==> config.mk <==
export PLATFORM = sky130hd
export DESIGN_NAME = rtc_calendar_with_remote_sync_flat
export DESIGN_NICKNAME = d
export VERILOG_FILES = /design/src/rtl/rtccal_pkg.sv /design/src/rtl/rtccal_if.sv /design/src/rtl/rtccal_step.sv /design/src/rtl/rtc_calendar_with_remote_sync.sv /design/src/flat_wrapper.sv
export SDC_FILE = /design/constraint.sdc
export NUM_CORES = 1
export LEC_CHECK = 0
export BUFFER_PORTS_ARGS = -buffer_cell sky130_fd_sc_hd__buf_2
export CAP_MARGIN = 20
export CORE_MARGIN = 2
export CORE_UTILIZATION = 60
export CTS_CLUSTER_DIAMETER = 60
export DETAILED_ROUTE_END_ITERATION = 16
export PLACE_DENSITY = 0.94
export SETUP_SLACK_MARGIN = 0.05
export SLEW_MARGIN = 20
export SYNTH_ARGS = -nofsm -noshare
export SYNTH_HDL_FRONTEND = slang
export SYNTH_SLANG_ARGS = --single-unit
export TNS_END_PERCENT = 100
==> constraint.sdc <==
create_clock -name clock -period 12.83 [get_ports clock]
set_input_delay 2.566 -clock clock [delete_from_list [all_inputs] [get_ports clock]]
set_output_delay 2.566 -clock clock [all_outputs]
set_load 0.01 [all_outputs]
==> src/rtl/rtccal_pkg.sv <==
// Shared types and constants for the two-digit-year calendar clock.
// No dependencies; rtccal_step and rtc_calendar_with_remote_sync import this package.
`default_nettype none

package rtccal_pkg;

   // calendar time held by the clock
   typedef struct packed {
      logic [6:0] year;
      logic [3:0] month;
      logic [4:0] day;
      logic [4:0] hour;
      logic [5:0] minute;
      logic [5:0] second;
   } cal_type;

   // one request word as seen by the update logic
   typedef struct packed {
      logic        func;
      cal_type     set_time;
      logic        source_remote;
      logic [31:0] now_ms;
   } req_type;

   // everything the update logic hands back for one word
   typedef struct packed {
      cal_type     cal;
      logic        remote_flag;
      logic [31:0] last_sync_ms;
      logic        set_accepted;
   } step_type;

   typedef enum logic {
      FUNC_TICK = 1'b0,
      FUNC_SET  = 1'b1
   } func_type;

   typedef enum logic [0:0] {
      CSR_ZONE_OFFSET     = 1'b0,
      CSR_RESYNC_INTERVAL = 1'b1
   } csr_index_type;

   localparam logic [4:0]  ZONE_OFFSET_RESET     = 5'd8;
   localparam logic [31:0] RESYNC_INTERVAL_RESET = 32'd3600000;

   localparam cal_type CAL_RESET = '{
      year:   7'd18,
      month:  4'd6,
      day:    5'd15,
      hour:   5'd20,
      minute: 6'd30,
      second: 6'd0
   };

   localparam logic [6:0] YEAR_MAX   = 7'd99;
   localparam logic [3:0] MONTH_MAX  = 4'd12;
   localparam logic [4:0] HOUR_MAX   = 5'd23;
   localparam logic [5:0] MINUTE_MAX = 6'd59;
   localparam logic [5:0] SECOND_MAX = 6'd59;
   localparam logic [5:0] HOURS_DAY  = 6'd24;

endpackage

`default_nettype wire

==> src/rtl/rtccal_if.sv <==
// Valid/ready channel interfaces for request and response words.
// Depends on nothing; widths follow the calendar field widths.
`default_nettype none

interface rtccal_req_if;
   logic        valid;
   logic        ready;
   logic        func;
   logic [6:0]  set_year;
   logic [3:0]  set_month;
   logic [4:0]  set_day;
   logic [4:0]  set_hour;
   logic [5:0]  set_minute;
   logic [5:0]  set_second;
   logic        source_remote;
   logic [31:0] now_ms;

   modport source (
      output valid, func, set_year, set_month, set_day, set_hour,
             set_minute, set_second, source_remote, now_ms,
      input  ready
   );
   modport sink (
      input  valid, func, set_year, set_month, set_day, set_hour,
             set_minute, set_second, source_remote, now_ms,
      output ready
   );
endinterface

interface rtccal_rsp_if;
   logic        valid;
   logic        ready;
   logic [6:0]  year;
   logic [3:0]  month;
   logic [4:0]  day;
   logic [4:0]  hour;
   logic [5:0]  minute;
   logic [5:0]  second;
   logic        synced_remote;
   logic        set_accepted;

   modport source (
      output valid, year, month, day, hour, minute, second,
             synced_remote, set_accepted,
      input  ready
   );
   modport sink (
      input  valid, year, month, day, hour, minute, second,
             synced_remote, set_accepted,
      output ready
   );
endinterface

`default_nettype wire

==> src/rtl/rtccal_step.sv <==
// Next-state logic of the calendar: one-second tick or validated set.
// Depends on rtccal_pkg.
`default_nettype none

module rtccal_step import rtccal_pkg::*; (
   input  wire cal_type     cal,
   input  wire logic        remote_flag,
   input  wire logic [31:0] last_sync_ms,
   input  wire logic [4:0]  zone_offset_hours,
   input  wire logic [31:0] resync_interval_ms,
   input  wire req_type     req,
   output step_type         step
);

   function automatic logic [4:0] month_length(input logic [3:0] m, input logic [6:0] y);
      logic [4:0] len;
      case (m)
         4'd1, 4'd3, 4'd5, 4'd7, 4'd8, 4'd10, 4'd12: len = 5'd31;
         4'd4, 4'd6, 4'd9, 4'd11:                    len = 5'd30;
         4'd2:   len = (y[1:0] == 2'b00) ? 5'd29 : 5'd28;
         default: len = 5'd0;
      endcase
      return len;
   endfunction

   function automatic cal_type advance_day(input cal_type c);
      cal_type r;
      r = c;
      if (c.day >= month_length(c.month, c.year)) begin
         r.day = 5'd1;
         if (c.month >= MONTH_MAX) begin
            r.month = 4'd1;
            r.year  = (c.year >= YEAR_MAX) ? 7'd0 : c.year + 7'd1;
         end else begin
            r.month = c.month + 4'd1;
         end
      end else begin
         r.day = c.day + 5'd1;
      end
      return r;
   endfunction

   cal_type     tick_cal;
   cal_type     load_cal;
   cal_type     set_cal;
   logic [31:0] elapsed;
   logic        consider;
   logic        valid_set;
   logic [4:0]  off;
   logic [5:0]  hour_sum;
   cal_type     st;

   // carry chain for a tick
   always_comb begin
      tick_cal = cal;
      if (cal.second >= SECOND_MAX) begin
         tick_cal.second = 6'd0;
         if (cal.minute >= MINUTE_MAX) begin
            tick_cal.minute = 6'd0;
            if (cal.hour >= HOUR_MAX) begin
               tick_cal.hour = 5'd0;
               tick_cal      = advance_day(tick_cal);
            end else begin
               tick_cal.hour = cal.hour + 5'd1;
            end
         end else begin
            tick_cal.minute = cal.minute + 6'd1;
         end
      end else begin
         tick_cal.second = cal.second + 6'd1;
      end
   end

   // set request: window check, range check, zone shift
   always_comb begin
      st        = req.set_time;
      elapsed   = req.now_ms - last_sync_ms;
      consider  = (!remote_flag && req.source_remote) || (elapsed > resync_interval_ms);
      valid_set = (st.year <= YEAR_MAX) && (st.month >= 4'd1) && (st.month <= MONTH_MAX) &&
                  (st.day >= 5'd1) && (st.day <= month_length(st.month, st.year)) &&
                  (st.hour <= HOUR_MAX) && (st.minute <= MINUTE_MAX) &&
                  (st.second <= SECOND_MAX);
      off       = (zone_offset_hours > HOUR_MAX) ? HOUR_MAX : zone_offset_hours;
      hour_sum  = {1'b0, st.hour} + {1'b0, off};
      load_cal  = st;
      if (hour_sum >= HOURS_DAY) begin
         load_cal.hour = 5'(hour_sum - HOURS_DAY);
         set_cal       = advance_day(load_cal);
      end else begin
         load_cal.hour = hour_sum[4:0];
         set_cal       = load_cal;
      end
   end

   always_comb begin
      step.cal          = cal;
      step.remote_flag  = remote_flag;
      step.last_sync_ms = last_sync_ms;
      step.set_accepted = 1'b0;
      case (func_type'(req.func))
         FUNC_TICK: begin
            step.cal = tick_cal;
         end
         FUNC_SET: begin
            if (consider && valid_set) begin
               step.cal          = set_cal;
               step.remote_flag  = req.source_remote;
               step.last_sync_ms = req.now_ms;
               step.set_accepted = 1'b1;
            end
         end
         default: begin
            step.cal = cal;
         end
      endcase
   end

endmodule

`default_nettype wire

==> src/rtl/rtc_calendar_with_remote_sync.sv <==
// Calendar clock with remote sync; the response to each taken word is registered.
// Throughput: one word per cycle; the calendar state is updated in the same
// cycle as the word is taken, and the result waits in a single output register.
// req ready drops only while that register holds a word that is not taken.
// Reset (synchronous, active high): 18-06-15 20:30:00, local, zone 8 h, 3600000 ms.
`default_nettype none

module rtc_calendar_with_remote_sync import rtccal_pkg::*; (
   input  wire logic        clock,
   input  wire logic        reset,
   rtccal_req_if.sink       req_ch,
   rtccal_rsp_if.source     rsp_ch,
   input  wire logic        csr_we,
   input  wire logic [0:0]  csr_index,
   input  wire logic [31:0] csr_wdata
);

   // configuration registers
   logic [4:0]  zone_offset_ff;
   logic [31:0] resync_interval_ff;

   // calendar state
   cal_type     cal_ff;
   logic        remote_flag_ff;
   logic [31:0] last_sync_ff;

   // output register
   logic        rsp_valid_ff;
   logic        rsp_valid_in;
   step_type    rsp_ff;

   req_type     req_word;
   step_type    step;
   logic        req_take;

   // a word is taken whenever the output register is free or being emptied
   assign req_ch.ready = !rsp_valid_ff || rsp_ch.ready;
   assign req_take     = req_ch.valid && req_ch.ready;

   assign req_word.func              = req_ch.func;
   assign req_word.set_time.year     = req_ch.set_year;
   assign req_word.set_time.month    = req_ch.set_month;
   assign req_word.set_time.day      = req_ch.set_day;
   assign req_word.set_time.hour     = req_ch.set_hour;
   assign req_word.set_time.minute   = req_ch.set_minute;
   assign req_word.set_time.second   = req_ch.set_second;
   assign req_word.source_remote     = req_ch.source_remote;
   assign req_word.now_ms            = req_ch.now_ms;

   rtccal_step u_step (
      .cal                (cal_ff),
      .remote_flag        (remote_flag_ff),
      .last_sync_ms       (last_sync_ff),
      .zone_offset_hours  (zone_offset_ff),
      .resync_interval_ms (resync_interval_ff),
      .req                (req_word),
      .step               (step)
   );

   // csr writes must only arrive while idle; the block does not enforce this and has no interlock with the datapath
   always_ff @(posedge clock) begin
      if (reset) begin
         zone_offset_ff     <= ZONE_OFFSET_RESET;
         resync_interval_ff <= RESYNC_INTERVAL_RESET;
      end else if (csr_we) begin
         case (csr_index_type'(csr_index))
            CSR_ZONE_OFFSET:     zone_offset_ff     <= csr_wdata[4:0];
            CSR_RESYNC_INTERVAL: resync_interval_ff <= csr_wdata;
            default:             zone_offset_ff     <= zone_offset_ff;
         endcase
      end
   end

   // calendar state loads the step result with each taken word
   always_ff @(posedge clock) begin
      if (reset) begin
         cal_ff         <= CAL_RESET;
         remote_flag_ff <= 1'b0;
         last_sync_ff   <= 32'd0;
      end else if (req_take) begin
         cal_ff         <= step.cal;
         remote_flag_ff <= step.remote_flag;
         last_sync_ff   <= step.last_sync_ms;
      end
   end

   always_comb begin
      rsp_valid_in = rsp_valid_ff;
      if (req_take) begin
         rsp_valid_in = 1'b1;
      end else if (rsp_ch.ready) begin
         rsp_valid_in = 1'b0;
      end
   end

   always_ff @(posedge clock) begin
      if (reset) begin
         rsp_valid_ff <= 1'b0;
      end else begin
         rsp_valid_ff <= rsp_valid_in;
      end
   end

   // payload: no reset needed
   always_ff @(posedge clock) begin
      if (req_take) begin
         rsp_ff <= step;
      end
   end

   assign rsp_ch.valid         = rsp_valid_ff;
   assign rsp_ch.year          = rsp_ff.cal.year;
   assign rsp_ch.month         = rsp_ff.cal.month;
   assign rsp_ch.day           = rsp_ff.cal.day;
   assign rsp_ch.hour          = rsp_ff.cal.hour;
   assign rsp_ch.minute        = rsp_ff.cal.minute;
   assign rsp_ch.second        = rsp_ff.cal.second;
   assign rsp_ch.synced_remote = rsp_ff.remote_flag;
   assign rsp_ch.set_accepted  = rsp_ff.set_accepted;

endmodule

`default_nettype wire
==> src/flat_wrapper.sv <==
// flat-port wrapper written by rule: the top's interface ports become plain ports
module rtc_calendar_with_remote_sync_flat import rtccal_pkg::*;
  (clock, reset, csr_we, csr_index, csr_wdata, req_ch_valid, req_ch_func, req_ch_set_year, req_ch_set_month, req_ch_set_day, req_ch_set_hour, req_ch_set_minute, req_ch_set_second, req_ch_source_remote, req_ch_now_ms, req_ch_ready, rsp_ch_valid, rsp_ch_year, rsp_ch_month, rsp_ch_day, rsp_ch_hour, rsp_ch_minute, rsp_ch_second, rsp_ch_synced_remote, rsp_ch_set_accepted, rsp_ch_ready);
  rtccal_req_if req_ch_i ();
  rtccal_rsp_if rsp_ch_i ();
  input  wire logic clock;
  input  wire logic reset;
  input  wire logic csr_we;
  input  wire logic [0:0] csr_index;
  input  wire logic [31:0] csr_wdata;
  input wire logic [$bits(req_ch_i.valid)-1:0] req_ch_valid;
  input wire logic [$bits(req_ch_i.func)-1:0] req_ch_func;
  input wire logic [$bits(req_ch_i.set_year)-1:0] req_ch_set_year;
  input wire logic [$bits(req_ch_i.set_month)-1:0] req_ch_set_month;
  input wire logic [$bits(req_ch_i.set_day)-1:0] req_ch_set_day;
  input wire logic [$bits(req_ch_i.set_hour)-1:0] req_ch_set_hour;
  input wire logic [$bits(req_ch_i.set_minute)-1:0] req_ch_set_minute;
  input wire logic [$bits(req_ch_i.set_second)-1:0] req_ch_set_second;
  input wire logic [$bits(req_ch_i.source_remote)-1:0] req_ch_source_remote;
  input wire logic [$bits(req_ch_i.now_ms)-1:0] req_ch_now_ms;
  output wire logic [$bits(req_ch_i.ready)-1:0] req_ch_ready;
  output wire logic [$bits(rsp_ch_i.valid)-1:0] rsp_ch_valid;
  output wire logic [$bits(rsp_ch_i.year)-1:0] rsp_ch_year;
  output wire logic [$bits(rsp_ch_i.month)-1:0] rsp_ch_month;
  output wire logic [$bits(rsp_ch_i.day)-1:0] rsp_ch_day;
  output wire logic [$bits(rsp_ch_i.hour)-1:0] rsp_ch_hour;
  output wire logic [$bits(rsp_ch_i.minute)-1:0] rsp_ch_minute;
  output wire logic [$bits(rsp_ch_i.second)-1:0] rsp_ch_second;
  output wire logic [$bits(rsp_ch_i.synced_remote)-1:0] rsp_ch_synced_remote;
  output wire logic [$bits(rsp_ch_i.set_accepted)-1:0] rsp_ch_set_accepted;
  input wire logic [$bits(rsp_ch_i.ready)-1:0] rsp_ch_ready;
  assign req_ch_i.valid = req_ch_valid;
  assign req_ch_i.func = req_ch_func;
  assign req_ch_i.set_year = req_ch_set_year;
  assign req_ch_i.set_month = req_ch_set_month;
  assign req_ch_i.set_day = req_ch_set_day;
  assign req_ch_i.set_hour = req_ch_set_hour;
  assign req_ch_i.set_minute = req_ch_set_minute;
  assign req_ch_i.set_second = req_ch_set_second;
  assign req_ch_i.source_remote = req_ch_source_remote;
  assign req_ch_i.now_ms = req_ch_now_ms;
  assign req_ch_ready = req_ch_i.ready;
  assign rsp_ch_valid = rsp_ch_i.valid;
  assign rsp_ch_year = rsp_ch_i.year;
  assign rsp_ch_month = rsp_ch_i.month;
  assign rsp_ch_day = rsp_ch_i.day;
  assign rsp_ch_hour = rsp_ch_i.hour;
  assign rsp_ch_minute = rsp_ch_i.minute;
  assign rsp_ch_second = rsp_ch_i.second;
  assign rsp_ch_synced_remote = rsp_ch_i.synced_remote;
  assign rsp_ch_set_accepted = rsp_ch_i.set_accepted;
  assign rsp_ch_i.ready = rsp_ch_ready;
  rtc_calendar_with_remote_sync u_core (.clock(clock), .reset(reset), .req_ch(req_ch_i), .rsp_ch(rsp_ch_i), .csr_we(csr_we), .csr_index(csr_index), .csr_wdata(csr_wdata));
endmodule
After elaboration in Yosys (flattened, before gate mapping). Index checks and enable logic that the tools add are counted.

Bits of input ports: 105. Word-level logic and storage cells: 132. Register bits after elaboration: 139. Output and inout bits: 37.

Bitwise gates (word level): 2. Equal/unequal tests: 24. Mux-type cells: 31. Add/subtract/negate cells: 12. Reductions and logical operators: 24. Magnitude comparators: 20.

Operators by type and width (count): 67-bit 2-to-1 mux (1); 33-bit one-hot mux with 2 select lines (1); 4-bit equality test, second input constant (10); 5-bit 2-to-1 mux (8); 34-bit 2-to-1 mux (1); 33-bit 2-to-1 mux (1); 4-bit by 3-bit equality test with 1-bit output, second input constant (8); 32-bit greater-than comparator (1); 32-bit subtractor (1); 5-bit one-hot mux with 3 select lines (2); 7-bit 2-to-1 mux (4); 27-bit 2-to-1 mux (1); 11-bit 2-to-1 mux (2); 21-bit 2-to-1 mux (1); 4-bit by 2-bit equality test with 1-bit output, second input constant (4); 16-bit 2-to-1 mux (1); 5-bit by 1-bit adder with 5-bit output, second input constant (3); 7-bit by 1-bit adder with 7-bit output, second input constant (2); 7-bit greater-or-equal comparator, second input constant (2); 7-bit OR reduction (2); 6-bit by 1-bit adder with 6-bit output, second input constant (2); 6-bit greater-or-equal comparator, second input constant (2); 6-bit <= comparator, second input constant (2); 6-bit 2-to-1 mux (2); 26 further kinds (49).

Logic depth before layout (Yosys ltp). Gate-level depths: netlist (run 1).

Depth after elaboration: 12. Depth in mapped cells: 24. Mapped depth without buffers: 22.

Hierarchy. From an unflattened synthesis (run 1), not the netlist that was laid out.

Cell total of the unflattened synthesis: 1289. Area total of the unflattened synthesis: 10418.7 um^2.

Modules (own cells, without submodules): rtccal_step (seq. area each 0.0 um^2, cells an instance 792, instances 1, area each 5232.5 um^2); rtc_calendar_with_remote_sync (seq. area each 3133.0 um^2, cells an instance 497, instances 1, area each 5186.2 um^2).

Worst setup path before layout (run 1). Ideal clock, no wire load.

Kind: input port to flip-flop. Start: in req_ch_now_ms[6]. End: reg u_core.rsp_ff (netlist bit u_core.rsp_ch.year[6]), data pin. Buffers on the path: 2. Setup slack: 6.076 ns. Arrival time: 6.493 ns. Setup time: 0.261 ns. Required time: 12.569 ns. Cell stages on the path: 19. Path through: ha_1 a2111oi_0 inv_1 o211a_1 o21ai_1 a21boi_0 o31ai_1 nor3_1 a311o_1 ha_1 nand4_1 nor4_1 a21boi_2 o41ai_2 a31oi_4 buf_6 nor2_1 buf_2 a221o_1.

RTL lines: from (decl) (RTL line flat_wrapper.sv:20) `input wire logic [$bits(req_ch_i.now_ms)-1:0] req_ch_now_ms;`; to (signal assigned) (RTL line rtc_calendar_with_remote_sync.sv:107) `rsp_ff <= step;`; to (decl) (RTL line rtc_calendar_with_remote_sync.sv:30) `step_type rsp_ff;`.

Final worst setup path (run 1).
Start: in req_ch_now_ms[6]. End: reg u_core.cal_ff[13] (netlist bit).

Longest elaborated chain between the ends: 6.

Ends and longest elaborated chain: 32-bit subtractor (RTL line rtccal_step.sv:77) `elapsed = req.now_ms - last_sync_ms;`; 32-bit greater-than comparator (RTL line rtccal_step.sv:78) `consider = (!remote_flag && req.source_remote) || (elapsed > resync_interval_ms);`; 1-bit logical OR (RTL line rtccal_step.sv:78); 1-bit logical AND (RTL line rtccal_step.sv:105) `if (consider && valid_set) begin`; 67-bit 2-to-1 mux (RTL line rtccal_step.sv:105); 33-bit one-hot mux with 2 select lines (RTL line rtccal_step.sv:100) `case (func_type'(req.func))`; to (signal assigned) (RTL line rtc_calendar_with_remote_sync.sv:81) `cal_ff <= step.cal;`; to (decl) (RTL line rtc_calendar_with_remote_sync.sv:23) `cal_type cal_ff;`.

Every way passes these cells. A chain may end at the register's enable or synchronous reset.

==> results.txt, run 1 <==
- Number of buffer and inverter stages on the critical path: 3
* Number of DRC violations after detailed-routing iteration 0: 1305
* First element of the critical path: req_ch_now_ms[6]
* Main combinational cell family by area after synthesis: compound AO/OA/AOI/OAI gates
- Post-cts repair resize count: 0
* Overflow after GRT: 0
- In this run the register-to-register setup slack is 6.82 ns.
- Summed over all cells, the static leakage comes to 4.67 nW.
- Basic-gate share of the synthesized area counting and, or, nand and nor cells: 19.2%
- Type of the worst setup path: input pin to register
- Maximum number of pins on one net before global-route repair: 78
- Summing the areas of all fa, ha and maj instances in the mapped netlist gives 12.6% of the synthesized area.
- Total power divided by cell area: 119 mW/mm^2
- By area the synthesized netlist is led by sky130_fd_sc_hd__dfxtp_1 21%, sky130_fd_sc_hd__ha_1 12%, sky130_fd_sc_hd__edfxtp_1 11%, sky130_fd_sc_hd__nand2_1 7.1%, sky130_fd_sc_hd__a21oi_1 7.0%.
* Placed cell count: 1531
- Family with the most delay on the worst path: compound AO/OA/AOI/OAI gates
* Worst skew pair latency: 0.43 ns
- At the end of routability-driven placement, the weighted congestion stood at 0.926.
- Initial antenna violation count: 1
* Standard-cell rows: 46
- TritonCTS clock tree: done
* Total Routing Usage GR: 30.3%
* Hold Path Depth: 2
- Among all flip-flop cells after synthesis, the most frequent one is sky130_fd_sc_hd__dfxtp_1.
- Detail-routed net length per standard cell: 17.4 um
- Post-DP HPWL: 19200 um
* Avg Synthesized Cell Area: 8.11 sq um
* Clock sinks: 139
- Type of element capturing the critical path: register
- In this run the worst path has a maximum fanout of 41.
- After detailed routing, the number of remaining DRC violations is 1.
* Sink of the worst hold path: u_core.last_sync_ff[13]
- The final reports fail on design-rule violations.
* Highest clock frequency the design can meet: 127 MHz
* Wire length of the first global-routing pass: 43300 um
- Worst clock skew: 0.0109 ns
- Critical-path cell list: buf_2, ha_1, a2111oi_0, inv_1, o211a_1, o21ai_1, a21boi_0, o31ai_1, nor3_1, a311o_1, ha_1, nand4_1, nor4_1, a21boi_2, o41ai_2, a31oi_4, buf_4, nand3_2, o221a_2
- Total standard cell area after synthesis: 0.00989 sq mm
- R2R Path Start: u_core.last_sync_ff[6]
* Proportion of synthesized area in mux cells: 1.54%
- Arrival time reported for the critical path endpoint: 8.23 ns
* Floorplan die height: 132 um
- Terminus of the critical flop-to-flop path: u_core.cal_ff[13]
- Warnings from Yosys: 0
- The worst setup path is launched from an input pin.
- The final number of hold-violating endpoints came to 0.
* Mapped Cells: 1219
- Headroom to the max-slew limit came out at 34.2%.
- Result of the run: finished, violations left
- Counting flops with a built-in enable in the synthesized netlist gives 35.
- Counting the buffers created by CTS gives 17.
- Slowest cell on crit path: sky130_fd_sc_hd__nand3_2
* Async set-reset flop share out of synthesis: 0%
- In this run the worst hold path is classified as register to register.
* Post-route ant nets: 0
- The number of pins with negative max-slew slack in the final report came to 0.
* Worst VDD drop: 0.116 mV
- Cells with a size suffix above 1 make up 15.5% of the layout.
* Synth Net Count: 1422
- For this run, the post-layout net count is 1537.
- Hold wc startpoint: u_core.last_sync_ff[13]
- Setup-violating endpoint count in the final report: 0
- Share of the yosys chip area belonging to registers: 31.7%
- Largest incremental delay on the critical path: 0.74 ns
- The netlist uses 94 different library cells.
- Area Growth Syn to Fin: 13.9%
- Compound-gate portion of the synthesized area: 26.7%
- Xor/xnor share of the synthesized area: 2.39%
* Full die area: 0.0175 sq mm
- Vias in the first global route: 9104
* Area inside the core boundary: 0.0160 sq mm
* Initial Utilization: 61.8%
* DRT Pass-1 Iters: 12
* Hold-fix buffers at CTS: 0
- By instance count, the leading cell after synthesis is sky130_fd_sc_hd__nand2_1.
* Max cap viols: 0
- Via density per instance: 6.39
- Count of buffers added by post-CTS timing repair for setup: 0
- Post-CTS clock slew at the launch and capture registers of the worst setup and hold paths: 0.07 ns
- The clock period could shrink to 7.90 ns.
* Library cell used as clock root buffer: sky130_fd_sc_hd__clkbuf_16
- Input and output buffers added on the ports amount to 141.
- CTS max path bufs: 2
* Path depth of the worst reg2reg path: 19
- For the worst setup path, the data required time is 13.16 ns.
- The routed layout has 9991 vias.
- The finished layout holds 1564 standard cells, fillers aside.
- At the pin with the least slew margin, the transition time is 0.985 ns.
* Cell taking the most area after synthesis: sky130_fd_sc_hd__dfxtp_1
- H-tree levels: 4
* Final TNS setup: 0 ns
- The final critical path takes up 61.6% of the cycle.
- From left edge to right edge, the die measures 132 um.
* Flops & latches, synth: 139
- RSZ-0062 raised after global routing: no
* Portion of synthesized cell area occupied by the leading cell type: 21.1%
- The final layout contains routed wiring with a total length of 27300 um.
- Sorting the synthesized cells by how often they occur yields 188 x sky130_fd_sc_hd__nand2_1, 138 x sky130_fd_sc_hd__a21oi_1, 104 x sky130_fd_sc_hd__dfxtp_1.
- In this run the count of I/O pins placed on the die edge is 142.
- By instance count, the cell type seen most on the critical path is sky130_fd_sc_hd__ha_1.
[power breakdown]
part           total (mW)  switching (mW)  internal (mW)
Combinational       0.347           0.212          0.134
Sequential          0.498          0.0180          0.480
Clock               0.493           0.202          0.291
[worst register-to-register path, delay by kind of cell, from the launching register on]
family | cells | cell delay [ns]
AOI/OAI and AO/OA | 10 | 2.86
and+or+nand+nor | 4 | 1.45
adders and majority gates | 2 | 0.65
buffers and inverters | 3 | 0.60
DFF | 1 | 0.33
[cell type report]
class	instances	area (sq um)
clock buffers	20	479
flip-flops and latches	139	3130
clock inverters	12	109
well taps	216	270
multi-input cells	934	6160
diodes	1	2.50
repair buffers	147	751
fillers	1189	4740
inverters	95	357
[layer usage]
layer  global-route usage (%)  up-vias  wire length (um)
li1                         -     4666                 -
met5                        0        -                 0
met1                     37.9     4582             10700
met4                     15.1        0              1280
met3                     5.65      133              2560
met2                     50.1      610             12800
[per-stage QoR]
step           hold slack [ns]  util [%]  power [mW]  area [sq um]  setup WS (ns)
3_5_place_dp             0.447      66.7       0.837         10700           4.60
3_3_place_gp             0.441      66.7       0.821         10700           4.88
5_1_grt                  0.477      70.4        1.39         11300           4.57
4_1_cts                  0.455      70.4        1.33         11300           5.06
2_1_floorplan            0.436         -       0.742          9890           6.08
6_report                 0.457      70.4        1.34         11300           4.93
[sequential cells by signal, indices dropped and copies added (netlist names)]
| signal | cells |
|---|---|
| u_core.resync_interval_ff | 32 |
| u_core.zone_offset_ff | 5 |
| u_core.rsp_ch.second | 6 |
| u_core.rsp_ch.minute | 6 |
| u_core.rsp_ch.year | 7 |
| u_core.rsp_ch.synced_remote | 1 |
| u_core.cal_ff | 33 |
| u_core.rsp_ch.month | 4 |
| u_core.rsp_ch.set_accepted | 1 |
| u_core.last_sync_ff | 32 |
| u_core.rsp_ch.valid | 1 |
| u_core.remote_flag_ff | 1 |
| u_core.rsp_ch.hour | 5 |
| u_core.rsp_ch.day | 5 |
[worst max path at each step]
stage,cells past startpoint,to
finish,19,u_core.cal_ff[13]
global route,19,u_core.cal_ff[13]
CTS,19,u_core.cal_ff[13]
detailed placement,22,u_core.cal_ff[13]
global placement,22,u_core.cal_ff[13]
floorplan,19,u_core.rsp_ch.year[6]
[cells by family (layout without fill, tap and decap cells)]
logic type | Yosys count | in the layout
xor gates and xnor gates | 27 | 27
DFF | 139 | 139
other | 0 | 1
AOI/OAI and AO/OA | 395 | 395
and+or+nand+nor | 399 | 399
muxes | 15 | 15
adders and majority gates | 98 | 98
buffers and inverters | 146 | 274
[layout by cell type (no fill, tap or decap), types with 5 or more instances in the layout]
master | synthesis | layout
sky130_fd_sc_hd__a211oi_1 | 15 | 15
sky130_fd_sc_hd__a21boi_0 | 6 | 6
sky130_fd_sc_hd__a21o_1 | 26 | 26
sky130_fd_sc_hd__a21oi_1 | 138 | 138
sky130_fd_sc_hd__a221o_1 | 7 | 7
sky130_fd_sc_hd__a31oi_1 | 16 | 16
sky130_fd_sc_hd__and2_1 | 5 | 5
sky130_fd_sc_hd__and3_1 | 11 | 11
sky130_fd_sc_hd__and4_1 | 7 | 7
sky130_fd_sc_hd__buf_2 | 9 | 141
sky130_fd_sc_hd__buf_4 | 3 | 6
sky130_fd_sc_hd__clkbuf_16 | 0 | 19
sky130_fd_sc_hd__dfxtp_1 | 104 | 104
sky130_fd_sc_hd__edfxtp_1 | 35 | 35
sky130_fd_sc_hd__ha_1 | 96 | 96
sky130_fd_sc_hd__inv_1 | 94 | 92
sky130_fd_sc_hd__mux2i_1 | 13 | 13
sky130_fd_sc_hd__nand2_1 | 188 | 188
sky130_fd_sc_hd__nand2b_1 | 12 | 12
sky130_fd_sc_hd__nand3_1 | 24 | 24
sky130_fd_sc_hd__nand4_1 | 14 | 14
sky130_fd_sc_hd__nor2_1 | 62 | 62
sky130_fd_sc_hd__nor2b_1 | 19 | 19
sky130_fd_sc_hd__nor3_1 | 23 | 23
sky130_fd_sc_hd__nor4_1 | 7 | 7
sky130_fd_sc_hd__o211ai_1 | 19 | 19
sky130_fd_sc_hd__o21a_1 | 9 | 9
sky130_fd_sc_hd__o21ai_0 | 60 | 60
sky130_fd_sc_hd__o21ai_1 | 10 | 10
sky130_fd_sc_hd__o31ai_1 | 8 | 8
sky130_fd_sc_hd__or3_1 | 5 | 5
sky130_fd_sc_hd__xnor2_1 | 19 | 19
sky130_fd_sc_hd__xor2_1 | 8 | 8
Note: power is estimated with default switching activity, not from simulation.
==> run 2: changes to the inputs <==
CORE_UTILIZATION = 59   (was 60)
PLACE_DENSITY = 0.93   (was 0.94)
clock period = 7.7 ns   (was 12.83 ns; I/O delays follow)
==> run 2 against run 1 <==
  * The flow now finishes without violations
  * Die area up 1.6%
  * Sequential power increased by 67%
  * Core utilization is 1.6 points lower
  * Worst setup slack got worse by 3.9 ns
  * Via count down 1.3%
  * Hold slack worse by 0.0051 ns
  * Clock skew decreased by 0.00094 ns
  * Final area up 0.61%
  * Combinational power is 64% higher
  * Sequential share of layout area is 0.17 points lower
  * Non-clock buffer count increased by 3
==> results.txt, run 2 (synthesis results as in run 1) <==
- Number of DRC violations after detailed routing: 0 (-1)
- Total via count after detailed routing: 9857 (-1.3%)
- The overall overflow remaining after global route came to 0 (unchanged).
* Ports placed on the boundary: 142 (unchanged)
- The final wirelength was 27000 um (-0.89%).
* Remaining max-slew budget at the tightest pin: 30.2% (-4.0 points)
* Area inside the core boundary: 0.0165 sq mm (+2.9%)
* Standard-cell rows: 47 (+2.2%)
* Number of clock buffers inserted by TritonCTS: 17 (unchanged)
- Wire length of the first global-routing pass: 43300 um (about the same)
- The sum of negative setup slack was 0 ns (unchanged).
- The insertion delay to the later sink of the worst-skew pair came to 0.44 ns (about the same).
- In this run the worst hold path is classified as register to register.
* Switching part of the total: 30.8% (-1.5 points)
- The total of fill cells in the finished design came to 1270 (+6.8%).
* Width of the chip: 133 um (+0.82%)
* Period minus WS final: 6.66 ns
- Via density per instance: 6.27 (-1.8%)
- Area used by multi-input combinational logic: 0.00616 sq mm (unchanged)
- The maximum clock insertion buffer count came to 2 (unchanged).
* Arrival time reported for the critical path endpoint: 6.84 ns (-1.39 ns)
- u_core.cal_ff holds more flip-flops than any other register.
- Total area of sequential cells: 0.00313 sq mm (unchanged)
- Final cycle utilization of the critical path: 86.5%
- Setup-violating endpoint count in the final report: 0 (unchanged)
- Initial antenna violation count: 2 (+1)
- Worst EP required: 7.88 ns (-5.28 ns)
* Final hold violation count: 0 (unchanged)
- Library cell used as clock root buffer: sky130_fd_sc_hd__clkbuf_16
* Total Power: 2.27 mW (+70%)
* Commonest non-fill, non-tap cell in the layout: sky130_fd_sc_hd__nand2_1
- Count of buffers added by post-CTS timing repair for setup: 0 (unchanged)
* Full die area: 0.0178 sq mm (+1.6%)
- Post-cts repair resize count: 0 (unchanged)
- TritonCTS clock tree: done
- RSZ-0062 raised after global routing: no
* Clock sinks: 139 (unchanged)
- Result of the run: complete, no violations
- Type of element capturing the critical path: register
* Type of the worst setup path: input pin to register
- The H-tree level count came to 4 (unchanged).
- The weighted congestion at the end of routability-driven global placement was 0.963 (+4.0%).
- The worst IR drop on VDD is 0.200 mV (+72%).
- Total Routing Usage GR: 30.1% (-0.15 points)
* Initial Utilization: 60.0% (-1.7 points)
- The number of flip-flops under the largest register name is 33 (unchanged).
- The number of pins with negative max-slew slack in the final report was 0 (unchanged).
- The leakage power figure came to 4.70 nW (+0.68%).
- Number of DRC violations after detailed-routing iteration 0: 980 (-25%)
* Internal power: 1.57 mW (+73%)
- The number of maximum-capacitance constraint violations came to 0 (unchanged).
- The count of port buffers added during placement is 141 (unchanged).
- Floorplan die height: 133 um (+0.82%)
- Hold-fix buffers at CTS: 0 (unchanged)
- The fraction of layout instances using a drive strength above 1 came to 15.4% (-0.11 points).
* Most frequent cells in the layout: 188 x sky130_fd_sc_hd__nand2_1, 141 x sky130_fd_sc_hd__buf_2, 138 x sky130_fd_sc_hd__a21oi_1
- The proportion of power drawn by flip-flops and latches is 36.6% (-0.6 points).
* Critical Path Source Type: input pin
- Highest clock frequency the design can meet: 150 MHz
- The largest registers in the layout are u_core.cal_ff x33, u_core.last_sync_ff x32, u_core.resync_interval_ff x32.
- Share of power burned in combinational logic: 25.1% (-0.8 points)
* DRT Pass-1 Iters: 5 (-7)
- Relative contribution of the clock network to total power: 38.3% (+1.5 points)
- Transition at the pin with the smallest max-transition slack: 1.05 ns (+0.0613 ns)
- Final-stage net count: 1540 (+0.20%)
- NetSw: 0.699 mW (+62%)
- Detail-routed net length per standard cell: 17.2 um (-1.4%)
- The number of global-route vias before repair came to 9182 (+0.86%).
- The power per cell area came to 200 mW/mm^2 (+69%).
- Area Growth Syn to Fin: 14.6%
- The post-placement worst setup slack is 0.798 ns (-3.80 ns).
- The pin count of the biggest net entering global routing was 67 (-14%).
* Worst clock skew: 0.00997 ns (-0.000937 ns)
* CP Max Fanout: 25 (-39%)
- The final worst-path setup slack is 1.04 ns (-3.89 ns).
* Post-CTS clock slew at the launch and capture registers of the worst setup and hold paths: 0.06 ns (about the same)
- Post-DP HPWL: 19200 um (+0.19%)
* Post-route ant nets: 0 (unchanged)
## run 2: worst paths after layout
kind / startpoint / end / slack [ns] / depth (start not counted)
min: u_core.resync_interval_ff[8] / u_core.resync_interval_ff[8] / 0.45 / 2
min reg2reg: u_core.resync_interval_ff[8] / u_core.resync_interval_ff[8] / 0.45 / 2
max reg2reg: u_core.last_sync_ff[0] / u_core.rsp_ch.day[0] / 1.95 / 19
max: req_ch_now_ms[0] / u_core.rsp_ch.day[0] / 1.04 / 21
## run 2: final cells by class
cell class / count / area share, %
Clock buffer: 25 / 4.67
Clock inverter: 7 / 0.861
Timing Repair Buffer: 150 / 6.82
Antenna cell: 2 / 0.0442
Tap cell: 220 / 2.43
Sequential cell: 139 / 27.7
Multi-Input combinational cell: 934 / 54.4
Inverter: 95 / 3.15
## run 2: metal layers
layer	up-vias	part of all wire (%)	track usage, %
met2	493	48	50.9
met3	112	8.2	5.71
met1	4574	39	36.1
li1	4678	-	-
met5	-	0	0
met4	0	4.9	17.0
## run 2: worst max-delay path, stage by stage
cell,delay (ns)
sky130_fd_sc_hd__buf_2,0.10
sky130_fd_sc_hd__inv_1,0.05
sky130_fd_sc_hd__ha_1,0.16
sky130_fd_sc_hd__inv_1,0.06
sky130_fd_sc_hd__fa_1,0.42
sky130_fd_sc_hd__a211oi_1,0.25
sky130_fd_sc_hd__o21ai_1,0.18
sky130_fd_sc_hd__o211ai_1,0.32
sky130_fd_sc_hd__a31oi_1,0.17
sky130_fd_sc_hd__o21ai_1,0.24
sky130_fd_sc_hd__a221oi_1,0.19
sky130_fd_sc_hd__o41ai_1,0.44
sky130_fd_sc_hd__xnor2_1,0.18
sky130_fd_sc_hd__ha_1,0.27
sky130_fd_sc_hd__a21o_1,0.19
sky130_fd_sc_hd__a2111oi_4,0.43
sky130_fd_sc_hd__a31oi_4,0.28
sky130_fd_sc_hd__buf_4,0.32
sky130_fd_sc_hd__nor2_1,0.65
sky130_fd_sc_hd__nor2_1,0.18
sky130_fd_sc_hd__o21a_1,0.23
## run 2: power groups by stage
stage | clock [mW] | combinational [mW] | sequential [mW]
finish | 0.868 | 0.569 | 0.830
global route | 0.905 | 0.626 | 0.834
CTS | 0.870 | 0.555 | 0.829
detailed placement | 0 | 0.546 | 0.844
global placement | 0 | 0.528 | 0.842
floorplan | 0 | 0.391 | 0.847
## run 2: stage by stage
step,util (%),instance area (sq um),cells,hold WS [ns]
2_1_floorplan,-,9890,1219,0.436
3_3_place_gp,65.0,10700,1538,0.441
3_5_place_dp,65.0,10700,1538,0.446
4_1_cts,68.8,11300,1570,0.454
5_1_grt,68.8,11300,1572,0.473
6_report,68.8,11300,1572,0.452
